[src/rtl/mucn_pkg.sv]
// Package: types and constants of the unit-cube normaliser
package mucn_pkg;
  localparam int unsigned MAX_VERTICES_DEF = 4096;
  localparam int unsigned QDEPTH = 2;
  localparam logic [16:0] HALF_Q16 = 17'd32768;

  typedef enum logic {
    CMD_LOAD = 1'b0,
    CMD_READ = 1'b1
  } cmd_e;

  typedef struct packed {
    logic               cmd;
    logic signed [31:0] pos_x;
    logic signed [31:0] pos_y;
    logic signed [31:0] pos_z;
    logic [11:0]        read_index;
  } in_item_t;

  typedef struct packed {
    logic [16:0] norm_x;
    logic [16:0] norm_y;
    logic [16:0] norm_z;
    logic        degenerate;
    logic        bad_index;
  } out_item_t;

  typedef struct packed {
    cmd_e               op;
    logic signed [31:0] px;
    logic signed [31:0] py;
    logic signed [31:0] pz;
    logic [11:0]        idx;
  } q_entry_t;

  typedef struct packed {
    logic push;
    logic full;
  } q_ctrl_t;
endpackage

[src/rtl/mucn_fifo.sv]
// Short queue between front end and back end
module mucn_fifo import mucn_pkg::*; (
  input  logic     clk_i,
  input  logic     rst_ni,
  input  q_ctrl_t  ctrl_i,
  input  q_entry_t entry_i,
  output logic     full_o,
  output logic     empty_o,
  input  logic     pop_i,
  output q_entry_t entry_o
);
  localparam int unsigned PW = (QDEPTH > 1) ? $clog2(QDEPTH) : 1;
  localparam int unsigned CNW = $clog2(QDEPTH + 1);

  q_entry_t       mem_q [QDEPTH];
  logic [PW-1:0]  wptr_q, rptr_q;
  logic [CNW-1:0] cnt_q;
  logic           do_pop;
  logic           do_push;

  assign full_o  = (cnt_q == CNW'(QDEPTH));
  assign empty_o = (cnt_q == '0);
  assign entry_o = mem_q[rptr_q];
  assign do_pop  = pop_i && !empty_o;
  assign do_push = ctrl_i.push && !ctrl_i.full;

  always_ff @(posedge clk_i) begin
    if (do_push) mem_q[wptr_q] <= entry_i;
  end

  always_ff @(posedge clk_i or negedge rst_ni) begin
    if (!rst_ni) begin
      wptr_q <= '0;
      rptr_q <= '0;
      cnt_q  <= '0;
    end else begin
      if (do_push) wptr_q <= (wptr_q == PW'(QDEPTH - 1)) ? '0 : wptr_q + 1'b1;
      if (do_pop) rptr_q <= (rptr_q == PW'(QDEPTH - 1)) ? '0 : rptr_q + 1'b1;
      if (do_push && !do_pop) cnt_q <= cnt_q + 1'b1;
      else if (!do_push && do_pop) cnt_q <= cnt_q - 1'b1;
    end
  end
endmodule

[config.mk]
export PLATFORM = sky130hd
export DESIGN_NAME = mucn_fifo
export DESIGN_NICKNAME = d
export VERILOG_FILES = /design/src/rtl/mucn_pkg.sv /design/src/rtl/mucn_fifo.sv
export SDC_FILE = /design/constraint.sdc
export NUM_CORES = 1
export LEC_CHECK = 0
export ABC_AREA = 1
export BUFFER_PORTS_ARGS = -buffer_cell sky130_fd_sc_hd__buf_2
export CAP_MARGIN = 20
export CORE_MARGIN = 10
export CORE_UTILIZATION = 56
export DETAILED_ROUTE_END_ITERATION = 6
export PLACE_DENSITY = 0.85
export SYNTH_ARGS = -nofsm -noshare
export SYNTH_HDL_FRONTEND = slang
export SYNTH_SLANG_ARGS = --single-unit
[constraint.sdc]
create_clock -name clk_i -period 11.1 [get_ports clk_i]
set_input_delay 2.775 -clock clk_i [delete_from_list [all_inputs] [get_ports clk_i]]
set_output_delay 2.775 -clock clk_i [all_outputs]
set_load 0.1 [all_outputs]
==> flow_metrics.py <==
metrics = {
    "worst_setup_path": {
        "path_buf_inv": 3,
        "crit_fanout": 81,
        "cp_top_family": "buffers and inverters",
        "crit_type": "flip-flop to output pin",
        "crit_cells": 5,
        "reg2reg_depth": 4,
        "worst_path_max_delay_cell": "dfrtp_4",
        "slowest_delay_ns": 0.72,
        "crit_top_cell": "nand2_1",
        "crit_arrival_ns": 3.30,
        "start_kind": "flip-flop",
        "crit_chain": "clkinv_2, buf_4, nand2_1, nand2_1, buf_2",
        "critical_path_required_ns": 8.33,
        "crit_path_end_kind": "output pin",
    },
    "routing": {
        "drcViolationCount": 0,
        "viasPerCell": 5.06,
        "drt_iter0_drc": 462,
        "wl_per_cell_um": 17.7,
        "totalWireLength_um": 18200,
        "ant_nets": 0,
        "drtPass1Iterations": 5,
        "num_vias": 5207,
    },
    "finish": {
        "area_growth_pct": 24.2,
        "register_area_sq_um": 6650,
        "fillers": 966,
        "multi_input_area_sq_um": 1340,
        "final_cell_mix": "nand2_1 (334), buf_2 (224), edfxtp_1 (218), clkbuf_16 (23), inv_1 (7)",
        "fin_nets": 944,
        "final_area_sq_um": 10200,
        "final_core_util_pct": 70.5,
        "drive_gt1_share_pct": 31.4,
        "antennaDiodeCount": 0,
        "layout_commonest_cell": "nand2_1",
    },
    "timing": {
        "holdWs_ns": 0.534,
        "fin_crit_ns": 6.08,
        "rsz0062_at_grt": "no",
        "hold_viol": 0,
        "worst_pin_slew_ns": 0.929,
        "setup-tns-final_ns": 0,
        "max_slew_margin_pct": 38.1,
        "skew_ns": 0.00664,
        "timing.final.crit_share_pct": 54.8,
        "slew_violations": 0,
        "setup_viol": 0,
        "fmaxAchievable_mhz": 164,
    },
    "worst_hold_path": {
        "hold_depth": 2,
        "hp-class": "flip-flop to flip-flop",
    },
    "placement": {
        "gp_congestion": 0.769,
        "port-buffer-count": 224,
        "placed_area_sq_um": 9420,
        "dpl.hpwl_um": 12300,
    },
    "floorplan": {
        "rows": 44,
        "start_util_pct": 56.8,
        "dieArea_sq_um": 19900,
        "die_w_um": 141,
        "io_pins": 225,
        "core_sq_um": 14400,
        "dieHeight_um": 141,
    },
    "synthesis": {
        "yosysWarningCount": 0,
        "synthesis.nets": 714,
        "syn_avg_cell_area_sq_um": 13.7,
        "ys_seq_area_share_pct": 81.2,
        "ys_ff_latch": 222,
        "syn_inst": 599,
        "yosysUniqueCellTypes": 16,
        "netlist_area_sq_um": 8190,
    },
    "grt": {
        "grt_pass1_vias": 5237,
        "grt_start_max_net_pins": 82,
        "gr-total-overflow": 0,
        "antenna_found_initial": 3,
        "grt_util_all_layers_pct": 17.4,
        "grt_pass1_wl_um": 27700,
    },
    "job": {
        "cap_violations": 0,
    },
    "cts": {
        "postCtsHoldBufs": 0,
        "htreeDepth": 1,
        "clk_latency_ns": 0.49,
        "path_clk_slew_ns": 0.06,
        "clock-sinks": 222,
        "cts_resized": 0,
        "cts_max_path_buffers": 3,
        "post-cts-setup-buffers": 0,
        "clock-root-buffer": "clkbuf_16",
        "cts_tree": "done",
        "numCtsBuffers": 22,
    },
    "run_status": {
        "status": "finished, final reports clean",
    },
}
## Yosys cell counts (all sizes together)
cell type	count	area [sq um]
xor2	1	8.76
o21ai	1	5.00
nor2	4	15.0
edfxtp	218	6550
dfrtp	4	100
nand3b	1	7.51
buf	24	190
inv	8	30.0
nand4	1	6.26
nand3	1	5.00
ha	1	12.5
xnor2	1	8.76
nand2	334	1250
## cells by family after synthesis
| group | synth area share (%) |
|---|---|
| DFF | 81.2 |
| and+or+nand+nor | 15.7 |
| AOI/OAI and AO/OA | 0.0611 |
| adders and majority gates | 0.153 |
| xor gates and xnor gates | 0.214 |
| buffers and inverters | 2.69 |
## worst min-delay path: stages, from the launching register on
cell,delay [ns]
dfrtp_1,0.39
nand2_1,0.07
nand2_1,0.05
## layout make-up
cell class,count,share of cell area [%]
sequential,222,65.4
clock inverter,13,1.59
tap,184,2.26
inverter,8,0.308
timing repair buffer,230,11.5
clock buffer,27,5.81
multi-input combinational,345,13.2
## stage by stage
step / worst slack (ns) / instances
after detailed placement: 5.67 / 989
after global placement: 5.69 / 989
after global routing: 4.89 / 1029
after CTS: 5.02 / 1029
after floorplan: 3.07 / 599
final: 5.02 / 1029
## state kept, by name, indices dropped and copies added (netlist names)
register,count
wptr_q,1
mem_q,218
cnt_q,2
rptr_q,1
## path summary, 6_finish.rpt
kind / slack, ns / to / start
min reg2reg: 0.53 / cnt_q[1] / cnt_q[1]
max reg2reg: 8.71 / rptr_q / rptr_q
min in group asynchronous: 2.07 / rptr_q / rst_ni
min: 0.53 / cnt_q[1] / cnt_q[1]
max in group asynchronous: 8.89 / rptr_q / rst_ni
max: 5.02 / entry_o[92] / rptr_q
## metal layers
layer | GRT usage, % | routed length, um | vias to the layer above
li1 | - | - | 2478
met1 | 19.6 | 6750 | 2462
met2 | 29.1 | 9020 | 220
met3 | 6.92 | 1920 | 45
met4 | 6.36 | 514 | 2
met5 | 0 | 15 | -
Power is left out: the tool's default activity adds up to more than one toggle a clock period on the data nets, which glitch-free logic cannot reach.
